### src/lqe_pkg.sv
// shared constants for the link quality estimator
package lqe_pkg;

    localparam int WINDOW_DEF = 100;

    localparam logic [52:0] BW_NUM = 53'd5260239168570601;
    localparam int BW_NUM_W = 53;

    localparam logic [15:0] ALPHA_SHORT_RST = 16'd13107;
    localparam logic [15:0] ALPHA_LONG_RST  = 16'd3277;
    localparam logic [7:0]  FAIL_THR_RST    = 8'd3;
    localparam logic [15:0] LOSS_FLOOR_RST  = 16'd655;

    localparam logic [7:0] CFG_ALPHA_SHORT = 8'd0;
    localparam logic [7:0] CFG_ALPHA_LONG  = 8'd1;
    localparam logic [7:0] CFG_FAIL_THR    = 8'd2;
    localparam logic [7:0] CFG_LOSS_FLOOR  = 8'd3;

    localparam logic OP_REPLY   = 1'b0;
    localparam logic OP_TIMEOUT = 1'b1;

    localparam int DIV_W  = 64;
    localparam int SQ_W   = 50;
    localparam int ROOT_W = 25;
    localparam int MC_W   = 42;
    localparam int MP_W   = 25;
    localparam int PR_W   = 67;
    localparam int OUT_W  = 248;

    typedef struct packed {
        logic       start;
        logic [6:0] steps;
    } t_unit_cmd;

endpackage

### src/lqe_ram.sv
// generic single-port-write ram with registered read
module lqe_ram #(
    parameter int WIDTH = 1,
    parameter int DEPTH = 2
) (
    input  logic                     i_clk,
    input  logic                     i_we,
    input  logic [$clog2(DEPTH)-1:0] i_waddr,
    input  logic [WIDTH-1:0]         i_wdata,
    input  logic [$clog2(DEPTH)-1:0] i_raddr,
    output logic [WIDTH-1:0]         o_rdata
);
    logic [WIDTH-1:0] r_mem [DEPTH];
    logic [WIDTH-1:0] r_rdata;

    always_ff @(posedge i_clk) begin
        if (i_we) begin
            r_mem[i_waddr] <= i_wdata;
        end
        r_rdata <= r_mem[i_raddr];
    end

    assign o_rdata = r_rdata;
endmodule

### src/lqe_mul.sv
// bit-serial shift-add multiplier, signed multiplicand, unsigned multiplier
module lqe_mul (
    input  logic                              i_clk,
    input  logic                              i_rst_n,
    input  lqe_pkg::t_unit_cmd                i_cmd,
    input  logic signed [lqe_pkg::MC_W-1:0]   i_mc,
    input  logic [lqe_pkg::MP_W-1:0]          i_mp,
    output logic                              o_done,
    output logic signed [lqe_pkg::PR_W-1:0]   o_prod
);
    logic signed [lqe_pkg::PR_W-1:0] r_mc;
    logic signed [lqe_pkg::PR_W-1:0] r_acc;
    logic [lqe_pkg::MP_W-1:0]        r_mp;
    logic [6:0]                      r_cnt;
    logic                            r_busy;
    logic                            r_done;

    always_ff @(posedge i_clk) begin
        if (!i_rst_n) begin
            r_busy <= 1'b0;
            r_done <= 1'b0;
            r_cnt  <= '0;
        end else begin
            r_done <= 1'b0;
            if (i_cmd.start) begin
                r_busy <= 1'b1;
                r_cnt  <= i_cmd.steps;
            end else if (r_busy) begin
                r_cnt <= r_cnt - 7'd1;
                if (r_cnt == 7'd1) begin
                    r_busy <= 1'b0;
                    r_done <= 1'b1;
                end
            end
        end
    end

    always_ff @(posedge i_clk) begin
        if (i_cmd.start) begin
            r_mc  <= lqe_pkg::PR_W'(i_mc);
            r_mp  <= i_mp;
            r_acc <= '0;
        end else if (r_busy) begin
            if (r_mp[0]) begin
                r_acc <= r_acc + r_mc;
            end
            r_mc <= r_mc <<< 1;
            r_mp <= r_mp >> 1;
        end
    end

    assign o_done = r_done;
    assign o_prod = r_acc;
endmodule

### src/lqe_div.sv
// restoring divider, one quotient bit per cycle, dividend given left aligned
module lqe_div (
    input  logic                         i_clk,
    input  logic                         i_rst_n,
    input  lqe_pkg::t_unit_cmd           i_cmd,
    input  logic [lqe_pkg::DIV_W-1:0]    i_dvd,
    input  logic [lqe_pkg::DIV_W-1:0]    i_dvs,
    output logic                         o_done,
    output logic [lqe_pkg::DIV_W-1:0]    o_quo
);
    logic [lqe_pkg::DIV_W:0]   r_rem;
    logic [lqe_pkg::DIV_W-1:0] r_dvd;
    logic [lqe_pkg::DIV_W-1:0] r_dvs;
    logic [lqe_pkg::DIV_W-1:0] r_quo;
    logic [6:0]                r_cnt;
    logic                      r_busy;
    logic                      r_done;
    logic [lqe_pkg::DIV_W:0]   rem_sh;
    logic [lqe_pkg::DIV_W:0]   diff;
    logic                      ge;

    assign rem_sh = {r_rem[lqe_pkg::DIV_W-1:0], r_dvd[lqe_pkg::DIV_W-1]};
    assign diff   = rem_sh - {1'b0, r_dvs};
    assign ge     = rem_sh >= {1'b0, r_dvs};

    always_ff @(posedge i_clk) begin
        if (!i_rst_n) begin
            r_busy <= 1'b0;
            r_done <= 1'b0;
            r_cnt  <= '0;
        end else begin
            r_done <= 1'b0;
            if (i_cmd.start) begin
                r_busy <= 1'b1;
                r_cnt  <= i_cmd.steps;
            end else if (r_busy) begin
                r_cnt <= r_cnt - 7'd1;
                if (r_cnt == 7'd1) begin
                    r_busy <= 1'b0;
                    r_done <= 1'b1;
                end
            end
        end
    end

    always_ff @(posedge i_clk) begin
        if (i_cmd.start) begin
            r_rem <= '0;
            r_dvd <= i_dvd;
            r_dvs <= i_dvs;
            r_quo <= '0;
        end else if (r_busy) begin
            r_rem <= ge ? diff : rem_sh;
            r_dvd <= r_dvd << 1;
            r_quo <= {r_quo[lqe_pkg::DIV_W-2:0], ge};
        end
    end

    assign o_done = r_done;
    assign o_quo  = r_quo;
endmodule

### src/lqe_sqrt.sv
// digit-by-digit integer square root, two radicand bits per cycle
module lqe_sqrt (
    input  logic                          i_clk,
    input  logic                          i_rst_n,
    input  logic                          i_start,
    input  logic [lqe_pkg::SQ_W-1:0]      i_x,
    output logic                          o_done,
    output logic [lqe_pkg::ROOT_W-1:0]    o_root
);
    localparam int REM_W = lqe_pkg::ROOT_W + 3;

    logic [lqe_pkg::SQ_W-1:0]   r_x;
    logic [REM_W-1:0]           r_rem;
    logic [lqe_pkg::ROOT_W-1:0] r_root;
    logic [4:0]                 r_cnt;
    logic                       r_busy;
    logic                       r_done;
    logic [REM_W-1:0]           rem_sh;
    logic [REM_W-1:0]           trial;
    logic                       ge;

    assign rem_sh = {r_rem[REM_W-3:0], r_x[lqe_pkg::SQ_W-1 -: 2]};
    assign trial  = REM_W'({r_root, 2'b01});
    assign ge     = rem_sh >= trial;

    always_ff @(posedge i_clk) begin
        if (!i_rst_n) begin
            r_busy <= 1'b0;
            r_done <= 1'b0;
            r_cnt  <= '0;
        end else begin
            r_done <= 1'b0;
            if (i_start) begin
                r_busy <= 1'b1;
                r_cnt  <= 5'(lqe_pkg::ROOT_W);
            end else if (r_busy) begin
                r_cnt <= r_cnt - 5'd1;
                if (r_cnt == 5'd1) begin
                    r_busy <= 1'b0;
                    r_done <= 1'b1;
                end
            end
        end
    end

    always_ff @(posedge i_clk) begin
        if (i_start) begin
            r_x    <= i_x;
            r_rem  <= '0;
            r_root <= '0;
        end else if (r_busy) begin
            r_x    <= r_x << 2;
            r_rem  <= ge ? rem_sh - trial : rem_sh;
            r_root <= {r_root[lqe_pkg::ROOT_W-2:0], ge};
        end
    end

    assign o_done = r_done;
    assign o_root = r_root;
endmodule

### src/link_quality_estimator.sv
// link quality estimator top level: sequencer, state and result register
// one item at a time; the work per item is set by the serial units: WINDOW count width + 32
// divide steps and 25 root steps for the window loss, three 16-step ewma multiplies, then
// per score 25 root, 25 multiply, 53 divide
// the result waits in an output register; the next word is taken once the work is done
// reset (synchronous, active low) clears all but the datapath regs, loads register defaults
module link_quality_estimator #(
    parameter int WINDOW = lqe_pkg::WINDOW_DEF
) (
    input  logic                        i_clk,
    input  logic                        i_rst_n,
    input  logic                        i_s_tvalid,
    output logic                        o_s_tready,
    input  logic [31:0]                 i_s_tdata,  // rtt_us
    input  logic                        i_s_tuser,  // opcode
    output logic                        o_m_tvalid,
    input  logic                        i_m_tready,
    // link_status, failure_count, fast_probe, stats_valid, short_rtt_us, short_rtt_min_us,
    // short_rtt_max_us, short_loss_q16, short_bw_score, long_rtt_us, long_loss_q16,
    // long_bw_score, zero pad
    output logic [lqe_pkg::OUT_W-1:0]   o_m_tdata,
    input  logic                        i_cfg_valid,
    output logic                        o_cfg_ready,
    input  logic [7:0]                  i_cfg_addr,
    input  logic [15:0]                 i_cfg_data
);
    localparam int CW = $clog2(WINDOW + 1);
    localparam int SW = $clog2(WINDOW);

    localparam logic [3:0] S_IDLE = 4'd0;
    localparam logic [3:0] S_WIN  = 4'd1;
    localparam logic [3:0] S_WDIV = 4'd2;
    localparam logic [3:0] S_WSQ  = 4'd3;
    localparam logic [3:0] S_SEW  = 4'd4;
    localparam logic [3:0] S_LEW  = 4'd5;
    localparam logic [3:0] S_LLS  = 4'd6;
    localparam logic [3:0] S_SSQ  = 4'd7;
    localparam logic [3:0] S_SMU  = 4'd8;
    localparam logic [3:0] S_SDV  = 4'd9;
    localparam logic [3:0] S_LSQ  = 4'd10;
    localparam logic [3:0] S_LMU  = 4'd11;
    localparam logic [3:0] S_LDV  = 4'd12;
    localparam logic [3:0] S_OUT  = 4'd13;

    logic [3:0]  r_state, n_state;
    logic        r_go, n_go;
    logic        r_op;
    logic [31:0] r_rtt;
    logic [15:0] r_alpha_s, r_alpha_l, r_floor;
    logic [7:0]  r_thr;
    logic [CW-1:0] r_recv, n_recv, r_seen, n_seen;
    logic [SW-1:0] r_slot, n_slot;
    logic [15:0] r_fail, n_fail;
    logic        r_fast, n_fast, r_have, n_have, r_status, n_status;
    logic [39:0] r_savg, n_savg, r_lavg, n_lavg;
    logic [31:0] r_slow, n_slow, r_shigh, n_shigh;
    logic [16:0] r_sloss, n_sloss, r_lloss, n_lloss;
    logic [32:0] r_q, n_q;
    logic [lqe_pkg::ROOT_W-1:0] r_root, n_root;
    logic [63:0] r_d, n_d;
    logic [31:0] r_sbw, n_sbw, r_lbw, n_lbw;
    logic        r_ovalid;
    logic [lqe_pkg::OUT_W-1:0] r_odata;

    logic        ram_rdata;
    logic        ram_we;
    lqe_pkg::t_unit_cmd div_cmd, mul_cmd;
    logic [63:0] div_dvd, div_dvs, div_quo;
    logic        div_done, mul_done, sq_done, sq_start;
    logic signed [lqe_pkg::MC_W-1:0] mul_mc;
    logic [lqe_pkg::MP_W-1:0] mul_mp;
    logic signed [lqe_pkg::PR_W-1:0] mul_p, ewma_t;
    logic [lqe_pkg::SQ_W-1:0] sq_x;
    logic [lqe_pkg::ROOT_W-1:0] sq_root;
    logic [39:0] x_rtt, ew_x, ew_avg, ew_new;
    logic [16:0] l_short, l_long;
    logic [31:0] score;
    logic        in_acc, out_load;

    assign in_acc      = i_s_tvalid && o_s_tready;
    assign o_s_tready  = (r_state == S_IDLE);
    assign o_cfg_ready = 1'b1;
    assign x_rtt       = {r_rtt, 8'd0};
    assign l_short     = (r_sloss < {1'b0, r_floor}) ? {1'b0, r_floor} : r_sloss;
    assign l_long      = (r_lloss < {1'b0, r_floor}) ? {1'b0, r_floor} : r_lloss;
    assign score       = (|div_quo[52:32]) ? 32'hFFFF_FFFF : div_quo[31:0];
    assign ewma_t      = (mul_p + lqe_pkg::PR_W'(32768)) >>> 16;
    assign ew_new      = ew_avg + ewma_t[39:0];
    assign ram_we      = (r_state == S_WIN);

    lqe_ram #(.WIDTH(1), .DEPTH(WINDOW)) u_win (
        .i_clk   (i_clk),
        .i_we    (ram_we),
        .i_waddr (r_slot),
        .i_wdata (r_op == lqe_pkg::OP_REPLY),
        .i_raddr (r_slot),
        .o_rdata (ram_rdata)
    );

    // unit operand selection
    always_comb begin
        div_cmd.start = r_go && (r_state == S_WDIV || r_state == S_SDV || r_state == S_LDV);
        mul_cmd.start = r_go && (r_state == S_SEW || r_state == S_LEW || r_state == S_LLS ||
                                 r_state == S_SMU || r_state == S_LMU);
        sq_start      = r_go && (r_state == S_WSQ || r_state == S_SSQ || r_state == S_LSQ);
        if (r_state == S_WDIV) begin
            div_dvd       = 64'(r_recv) << (64 - CW);
            div_dvs       = 64'(r_seen);
            div_cmd.steps = 7'(CW + 32);
        end else begin
            div_dvd       = {lqe_pkg::BW_NUM, 11'd0};
            div_dvs       = r_d;
            div_cmd.steps = 7'(lqe_pkg::BW_NUM_W);
        end
        case (r_state)
            S_WSQ:   sq_x = lqe_pkg::SQ_W'(r_q);
            S_SSQ:   sq_x = lqe_pkg::SQ_W'({l_short, 32'd0});
            default: sq_x = lqe_pkg::SQ_W'({l_long, 32'd0});
        endcase
        case (r_state)
            S_SEW: begin
                ew_x = x_rtt;
                ew_avg = r_savg;
            end
            S_LEW: begin
                ew_x = x_rtt;
                ew_avg = r_lavg;
            end
            default: begin
                ew_x = 40'(r_sloss);
                ew_avg = 40'(r_lloss);
            end
        endcase
        case (r_state)
            S_SMU: begin
                mul_mc = lqe_pkg::MC_W'(r_savg);
                mul_mp = r_root;
                mul_cmd.steps = 7'(lqe_pkg::MP_W);
            end
            S_LMU: begin
                mul_mc = lqe_pkg::MC_W'(r_lavg);
                mul_mp = r_root;
                mul_cmd.steps = 7'(lqe_pkg::MP_W);
            end
            S_SEW: begin
                mul_mc = $signed({2'b00, ew_x} - {2'b00, ew_avg});
                mul_mp = lqe_pkg::MP_W'(r_alpha_s);
                mul_cmd.steps = 7'd16;
            end
            default: begin
                mul_mc = $signed({2'b00, ew_x} - {2'b00, ew_avg});
                mul_mp = lqe_pkg::MP_W'(r_alpha_l);
                mul_cmd.steps = 7'd16;
            end
        endcase
    end

    lqe_div u_div (
        .i_clk (i_clk), .i_rst_n (i_rst_n), .i_cmd (div_cmd),
        .i_dvd (div_dvd), .i_dvs (div_dvs), .o_done (div_done), .o_quo (div_quo)
    );

    lqe_mul u_mul (
        .i_clk (i_clk), .i_rst_n (i_rst_n), .i_cmd (mul_cmd),
        .i_mc (mul_mc), .i_mp (mul_mp), .o_done (mul_done), .o_prod (mul_p)
    );

    lqe_sqrt u_sqrt (
        .i_clk (i_clk), .i_rst_n (i_rst_n), .i_start (sq_start),
        .i_x (sq_x), .o_done (sq_done), .o_root (sq_root)
    );

    // sequencer
    always_comb begin
        n_state  = r_state;
        n_go     = 1'b0;
        n_recv   = r_recv;
        n_seen   = r_seen;
        n_slot   = r_slot;
        n_fail   = r_fail;
        n_fast   = r_fast;
        n_have   = r_have;
        n_status = r_status;
        n_savg   = r_savg;
        n_lavg   = r_lavg;
        n_slow   = r_slow;
        n_shigh  = r_shigh;
        n_sloss  = r_sloss;
        n_lloss  = r_lloss;
        n_q      = r_q;
        n_root   = r_root;
        n_d      = r_d;
        n_sbw    = r_sbw;
        n_lbw    = r_lbw;
        out_load = 1'b0;
        case (r_state)
            S_IDLE: begin
                if (in_acc) begin
                    n_state = S_WIN;
                end
            end
            S_WIN: begin
                if (r_seen >= CW'(WINDOW)) begin
                    n_recv = r_recv - CW'(ram_rdata);
                end else begin
                    n_seen = r_seen + CW'(1);
                end
                if (r_op == lqe_pkg::OP_REPLY) begin
                    n_recv = n_recv + CW'(1);
                    n_fail = '0;
                    n_fast = 1'b0;
                    n_status = 1'b0;
                    if (!r_have) begin
                        n_slow = r_rtt;
                        n_shigh = r_rtt;
                    end else begin
                        if (r_rtt < r_slow) n_slow = r_rtt;
                        if (r_rtt > r_shigh) n_shigh = r_rtt;
                    end
                end else begin
                    if (r_fail != 16'hFFFF) n_fail = r_fail + 16'd1;
                    n_status = 1'b0;
                    if (n_fail >= 16'(r_thr)) begin
                        n_fast = 1'b1;
                        n_status = 1'b1;
                    end
                end
                n_slot  = (r_slot == SW'(WINDOW - 1)) ? '0 : r_slot + SW'(1);
                n_state = S_WDIV;
                n_go    = 1'b1;
            end
            S_WDIV: begin
                if (div_done) begin
                    n_q = div_quo[32:0];
                    n_state = S_WSQ;
                    n_go = 1'b1;
                end
            end
            S_WSQ: begin
                if (sq_done) begin
                    n_sloss = 17'(18'd65536 - 18'(sq_root));
                    n_state = S_SEW;
                    n_go = 1'b1;
                end
            end
            S_SEW: begin
                if (mul_done) begin
                    if (r_op == lqe_pkg::OP_REPLY) n_savg = r_have ? ew_new : x_rtt;
                    n_state = S_LEW;
                    n_go = 1'b1;
                end
            end
            S_LEW: begin
                if (mul_done) begin
                    if (r_op == lqe_pkg::OP_REPLY) n_lavg = r_have ? ew_new : x_rtt;
                    n_state = S_LLS;
                    n_go = 1'b1;
                end
            end
            S_LLS: begin
                if (mul_done) begin
                    if (r_op == lqe_pkg::OP_REPLY) begin
                        n_lloss = r_have ? ew_new[16:0] : r_sloss;
                        n_have = 1'b1;
                    end
                    n_state = S_SSQ;
                    n_go = 1'b1;
                end
            end
            S_SSQ, S_LSQ: begin
                if (sq_done) begin
                    n_root = sq_root;
                    n_state = (r_state == S_SSQ) ? S_SMU : S_LMU;
                    n_go = 1'b1;
                end
            end
            S_SMU, S_LMU: begin
                if (mul_done) begin
                    n_d = mul_p[63:0];
                    n_state = (r_state == S_SMU) ? S_SDV : S_LDV;
                    n_go = 1'b1;
                end
            end
            S_SDV: begin
                if (div_done) begin
                    n_sbw = (!r_have || r_savg == '0) ? '0 : score;
                    n_state = S_LSQ;
                    n_go = 1'b1;
                end
            end
            S_LDV: begin
                if (div_done) begin
                    n_lbw = (!r_have || r_lavg == '0) ? '0 : score;
                    n_state = S_OUT;
                end
            end
            S_OUT: begin
                if (!r_ovalid || i_m_tready) begin
                    out_load = 1'b1;
                    n_state = S_IDLE;
                end
            end
            default: n_state = S_IDLE;
        endcase
    end

    always_ff @(posedge i_clk) begin
        if (!i_rst_n) begin
            r_state   <= S_IDLE;
            r_go      <= 1'b0;
            r_recv    <= '0;
            r_seen    <= '0;
            r_slot    <= '0;
            r_fail    <= '0;
            r_fast    <= 1'b0;
            r_have    <= 1'b0;
            r_status  <= 1'b0;
            r_savg    <= '0;
            r_lavg    <= '0;
            r_slow    <= '0;
            r_shigh   <= '0;
            r_lloss   <= '0;
            r_ovalid  <= 1'b0;
            r_alpha_s <= lqe_pkg::ALPHA_SHORT_RST;
            r_alpha_l <= lqe_pkg::ALPHA_LONG_RST;
            r_thr     <= lqe_pkg::FAIL_THR_RST;
            r_floor   <= lqe_pkg::LOSS_FLOOR_RST;
        end else begin
            r_state  <= n_state;
            r_go     <= n_go;
            r_recv   <= n_recv;
            r_seen   <= n_seen;
            r_slot   <= n_slot;
            r_fail   <= n_fail;
            r_fast   <= n_fast;
            r_have   <= n_have;
            r_status <= n_status;
            r_savg   <= n_savg;
            r_lavg   <= n_lavg;
            r_slow   <= n_slow;
            r_shigh  <= n_shigh;
            r_lloss  <= n_lloss;
            if (out_load) begin
                r_ovalid <= 1'b1;
            end else if (i_m_tready) begin
                r_ovalid <= 1'b0;
            end
            if (i_cfg_valid && o_cfg_ready) begin
                case (i_cfg_addr)
                    lqe_pkg::CFG_ALPHA_SHORT: r_alpha_s <= i_cfg_data;
                    lqe_pkg::CFG_ALPHA_LONG:  r_alpha_l <= i_cfg_data;
                    lqe_pkg::CFG_FAIL_THR:    r_thr     <= i_cfg_data[7:0];
                    lqe_pkg::CFG_LOSS_FLOOR:  r_floor   <= i_cfg_data;
                    default: ;
                endcase
            end
        end
    end

    always_ff @(posedge i_clk) begin
        if (in_acc) begin
            r_op  <= i_s_tuser;
            r_rtt <= i_s_tdata;
        end
        r_sloss <= n_sloss;
        r_q     <= n_q;
        r_root  <= n_root;
        r_d     <= n_d;
        r_sbw   <= n_sbw;
        r_lbw   <= n_lbw;
        if (out_load) begin
            r_odata <= {3'd0, r_lbw, r_lloss, r_lavg[39:8], r_sbw, r_sloss,
                        r_shigh, r_slow, r_savg[39:8], r_have, r_fast, r_fail, r_status};
        end
    end

    assign o_m_tvalid = r_ovalid;
    assign o_m_tdata  = r_odata;
endmodule

### config.mk
export PLATFORM = sky130hd
export DESIGN_NAME = link_quality_estimator
export DESIGN_NICKNAME = d
export VERILOG_FILES = /design/src/lqe_pkg.sv /design/src/lqe_ram.sv /design/src/lqe_mul.sv /design/src/lqe_div.sv /design/src/lqe_sqrt.sv /design/src/link_quality_estimator.sv
export SDC_FILE = /design/constraint.sdc
export NUM_CORES = 2
export LEC_CHECK = 0
export BUFFER_PORTS_ARGS = -buffer_cell sky130_fd_sc_hd__buf_2
export CAP_MARGIN = 20
export CORE_ASPECT_RATIO = 0.5
export CORE_MARGIN = 3
export CORE_UTILIZATION = 50
export DETAILED_ROUTE_END_ITERATION = 7
export PLACE_DENSITY = 0.79
export SYNTH_ARGS = -nofsm -noshare
export SYNTH_HDL_FRONTEND = slang
export SYNTH_SLANG_ARGS = --single-unit
### constraint.sdc
create_clock -name i_clk -period 19.7 [get_ports i_clk]
set_clock_uncertainty 0.1 [all_clocks]
set_input_delay 4.925 -clock i_clk [delete_from_list [all_inputs] [get_ports i_clk]]
set_output_delay 4.925 -clock i_clk [all_outputs]
set_load 0.02 [all_outputs]
# == Yosys cells after proc, flatten, opt, wreduce, memory -nomap -nowiden ==
# Memory sizes are Yosys's and may differ from the RTL's. A register that Yosys moved wholly into a read port is not among the register bits.
# Index checks and enable logic that the tools add are counted.
# word_totals
ramBits,100
memories,1
register_bits,1274
in_bits,62
word_cells,251
out_inout_bits,251
# op_classes
bitwise,6
n_eq_ne,35
add_sub_neg,15
muxes,82
n_reduce_logical,55
magnitude_cmp,8
# mem_list
name,words,word_bits,read_ports,rd_clocked_by_memory_dff,write_ports,line,rtl
u_win.r_mem,100,1,1,1,1,lqe_ram.sv:13,logic [WIDTH-1:0] r_mem [DEPTH];
# ops
op,count
$mux W64,4
$mux W32,5
$mux W67,2
$mux W50,2
$pmux W49 S2,1
$pmux W42 S2,1
$logic_not A40 Y1,2
$mux W40,2
$pmux W40 S2,1
$add A67 B67 Y67,1
$ge A65 B64 Y1,1
$mux W16,4
$sub A64 B64 Y64,1
$mux W7,9
$add A56 B17 Y56 const B,1
$mux W17,3
$mux W25,2
$pmux W25 S2,1
$mux W4,12
$pmux W4 S12,1
$sub A40 B40 Y41,1
$add A40 B40 Y40,1
$lt A17 B16 Y1,2
$gt A32 B32 Y1,1
43 further kinds,140

# == Longest topological paths before layout ==
# depth
ltp_word,7
mapped_depth,22
depth_no_buf,22

# == Modules after synthesis ==
# From an unflattened synthesis, not the netlist that was laid out.
# unflattened
hier_cells,7178
hier_area_um2,73092.6
# by_module_without_submodules
module,area_per_inst_um2,seq_area_each_um2,n_inst,cells_each
link_quality_estimator,37548.5,19708.9,1,3629
lqe_div,14518.9,6586.3,1,1502
lqe_mul,10552.6,4284.1,1,1143
lqe_sqrt,5918.2,2662.6,1,571
lqe_ram,4554.4,3022.9,1,333

# == Worst setup path before layout ==
# Ideal clock, no wire load.
# synth_timing
path_kind,input -> register
from,input port i_m_tready
to,"register r_odata, in the netlist o_m_tdata[0] (enable)"
setup_slack_ps,3609
required_time_ps,18746
setup_time_ps,854
path_buffers,0
path_stages,2
arrival_time_ps,15137
cell_sequence,nor2b_1 nor2_1
# synth_between
elab_chain_cells,3
# synth_rtl
item,line,rtl
"start, declared",link_quality_estimator.sv:17,"input logic i_m_tready,"
$logic_or A1 B1 Y1,link_quality_estimator.sv:298,if (!r_ovalid || i_m_tready) begin
$mux W1,link_quality_estimator.sv:298,
$mux W1,link_quality_estimator.sv:196,case (r_state)
named net out_load,link_quality_estimator.sv:78,"logic in_acc, out_load;"
"end signal, assigned",link_quality_estimator.sv:372,"r_odata <= {3'd0, r_lbw, r_lloss, r_lavg[39:8], r_sbw, r_sloss,"
"end, declared",link_quality_estimator.sv:63,logic [lqe_pkg::OUT_W-1:0] r_odata;
# The timed path passes the listed nets, and every way through them passes these cells.
# A chain may end at the register's enable or synchronous reset.

# == Worst setup path in the final report ==
# layout_timing
from,input port i_m_tready
to,"register r_odata, in the netlist o_m_tdata[46] (enable)"
# The elaborated chain is that of the path after synthesis.

==> qor.yml <==
yosys:
  synth_edf_count: 837
  yosys_register_bits: 1358
  syn_area_sq_um: 69200
  synth_ff_type: "edfxtp_1"
  synthCells: 6846
  synth_area_leaders: "edfxtp_1, dfxtp_1, ha_1"
  avgSynthCellArea_sq_um: 10.1
  yosysTopAreaCellShare: 0.363
  ys_seq_area_frac: 0.514
  yosys_warnings: 0
  yosys.area.top_type: "edfxtp_1"
  synth_cell_type_count: 90
  async_flop_share: 0
setup_path:
  path_class: "primary input to flop"
  reg2reg_slack_ps: 13690
  crit_fanout: 52
  worstReg2RegStart: "r_state[0]"
  arrival_ps: 7600
  crit_top_cell: "buf_4"
  max_stage_delay_ps: 830
  reg2reg_depth: 16
  setup.worst_path.end_class: "flop"
  cp_num_buf_inv: 4
  worstPathRequired_ps: 20030
  path_cells: "buf_2, nor2b_1, nor2_4, buf_4, buf_4, buf_16"
  critPathTopFamily: "buffers and inverters"
  crit_slowest_cell: "buf_4"
  r2r-end: "u_mul.r_mc[27]"
  startpoint_type: "primary input"
sta:
  rsz0062_at_grt: "false"
  hold_slack_ps: 313
  slew_headroom: 0.255
  tightest_slew_ps: 1120
  finalHoldViolCount: 0
  fmax_ghz: 0.137
  post-route-min-period_ps: 7280
  setup_slack_ps: 12420
  setup_viol: 0
  fin_crit_sh: 0.369
  tns_ps: 0
  final-max-slew-violation-count: 0
floorplanning:
  die_h_um: 269
  initial_core_util: 0.509
  rows: 95
  io_pins: 313
  die-area_sq_um: 143000
  die_w_um: 532
  core-area_sq_um: 136000
pwr:
  power.density_nw_per_um2: 115
  irDropWorstVdd_mv: 0.0888
  clkPwrFrac: 0.277
  pwr-share-seq: 0.403
  power.share.switching: 0.345
  p_int_uw: 5720
  switching_power_uw: 3020
  p_leak_uw: 0.0297
  p_comb_frac: 0.320
clock_tree:
  cts_max_level: 3
  tritoncts: "yes"
  clkLatencyLatePin_ps: 770
  clockBufferDepth: 3
  ctsHoldBuffers: 0
  cts.sinks: 1358
  cts_resized: 0
  root_buffer: "clkbuf_16"
  numCtsBuffers: 118
  postCtsSetupRepairBufs: 0
  cts.clk_slew.worst_paths_ps: 70
global_route:
  first_global_vias: 50200
  grt_first_pass_wirelength_mm: 288
  antenna_found_initial: 2
  grt_overflow: 0
  grt_max_degree: 122
  grt_usage: 0.251
detailed_routing:
  drt-total-wl_mm: 187
  routed_via_density: 6.02
  drt_iter0_markers: 6448
  dr_total_vias: 53700
  route.detailed.drc: 1
  drtPass1Iterations: 8
  wl_per_cell_um: 21.0
  antenna_left: 0
place:
  dpl.hpwl_mm: 129
  place.gp.congestion: 0.970
  io_buffer_count: 308
  dpl_worst_slack_ps: 11520
  post_dp_cell_area_sq_um: 72200
status:
  violations: "DRC"
  status: "finished, violations left"
hold_path:
  hold_start: "r_lbw[17]"
  whs_path_depth: 0
  hold_path.class: "flop to flop"
  min_to: "o_m_tdata[230]"
layout:
  final_common_cell: "edfxtp_1"
  fin_nets: 7369
  fin_area_sq_um: 76300
  mostFrequentLayoutCells: "edfxtp_1, nand2_1, nor2_1, dfxtp_1, a21oi_1"
  syn2layout_area_growth_pct: 10.3
  drive_gt1_frac: 0.0950
run:
  drv_cap: 0
==> how the worst max path moves through the flow <==
stage	from	to	slack [ps]	cells after the start
after floorplan	i_m_tready	o_m_tdata[0]	3610	2
after global placement	i_m_tready	o_m_tdata[176]	11610	5
after detailed placement	i_m_tready	o_m_tdata[176]	11520	5
after CTS	i_m_tready	o_m_tdata[42]	12310	5
after global routing	i_m_tready	o_m_tdata[46]	12330	6
final	i_m_tready	o_m_tdata[46]	12420	6
==> cell usage after synthesis, types with 61 or more instances <==
| cell | count |
|---|---|
| a211oi_1 | 113 |
| a21o_1 | 201 |
| a21oi_1 | 504 |
| a31oi_1 | 74 |
| and2_1 | 93 |
| clkbuf_1 | 341 |
| dfxtp_1 | 521 |
| edfxtp_1 | 837 |
| ha_1 | 348 |
| inv_1 | 295 |
| mux2i_1 | 265 |
| nand2_1 | 717 |
| nand2b_1 | 61 |
| nand3_1 | 148 |
| nand4_1 | 96 |
| nor2_1 | 649 |
| nor2b_1 | 116 |
| nor3_1 | 78 |
| o21a_1 | 102 |
| o21ai_0 | 317 |
| xnor2_1 | 164 |
| xor2_1 | 120 |
==> through the flow <==
| step | power, uW | instances | util |
|---|---|---|---|
| final | 8750 | 8907 | 0.562 |
| after global routing | 9220 | 8906 | 0.562 |
| after CTS | 8730 | 8902 | 0.561 |
| after detailed placement | 6310 | 8676 | 0.532 |
| after global placement | 6260 | 8676 | 0.532 |
| after floorplan | 5650 | 6848 | - |
==> power groups by stage <==
stage / Combinational [uW] / Clock (uW) / Sequential (uW)
2_1_floorplan: 2190 / 0 / 3460
3_3_place_gp: 2700 / 0 / 3570
3_5_place_dp: 2740 / 0 / 3570
4_1_cts: 2760 / 2450 / 3520
5_1_grt: 3120 / 2560 / 3550
6_report: 2800 / 2420 / 3520
==> per-layer routing <==
layer	vias to the layer above	wire length, um	GRT usage	part of all wire
li1	25100	-	-	-
met1	25700	81600	0.364	0.44
met2	2482	80600	0.382	0.43
met3	435	17500	0.0418	0.094
met4	2	6880	0.0930	0.037
met5	-	38	0	0.00020
==> state kept, by name, indices dropped and copies added (netlist names), 33 cells and up <==
name,cells
u_sqrt.r_x,50
u_div.r_rem,64
u_mul.o_prod,64
u_div.r_dvd,53
r_d,64
u_div.o_quo,53
u_mul.r_mc,64
o_m_tdata,245
r_q,33
r_savg,40
u_div.r_dvs,64
r_lavg,40
u_win.r_mem,100
==> layout make-up <==
type	count	area, sq um
fillers	11500	59500
flip-flops and latches	1358	35600
multi-input cells	4801	31100
clock buffers	158	3310
well taps	1843	2310
repair buffers	379	2110
inverters	299	1130
clock inverters	68	731
diodes	1	2.50
==> cell families (layout without fill, tap and decap cells) <==
family	Yosys count	count (layout)	share of synthesized area
xor gates and xnor gates	284	284	0.0360
buffers and inverters	689	904	0.0382
other	2	5	0.000109
DFF	1358	1358	0.514
AOI/OAI and AO/OA	1727	1727	0.162
adders and majority gates	350	350	0.0635
and+or+nand+nor	2145	2145	0.143
muxes	291	291	0.0434
No activity file was read; power rests on OpenSTA's default activity.
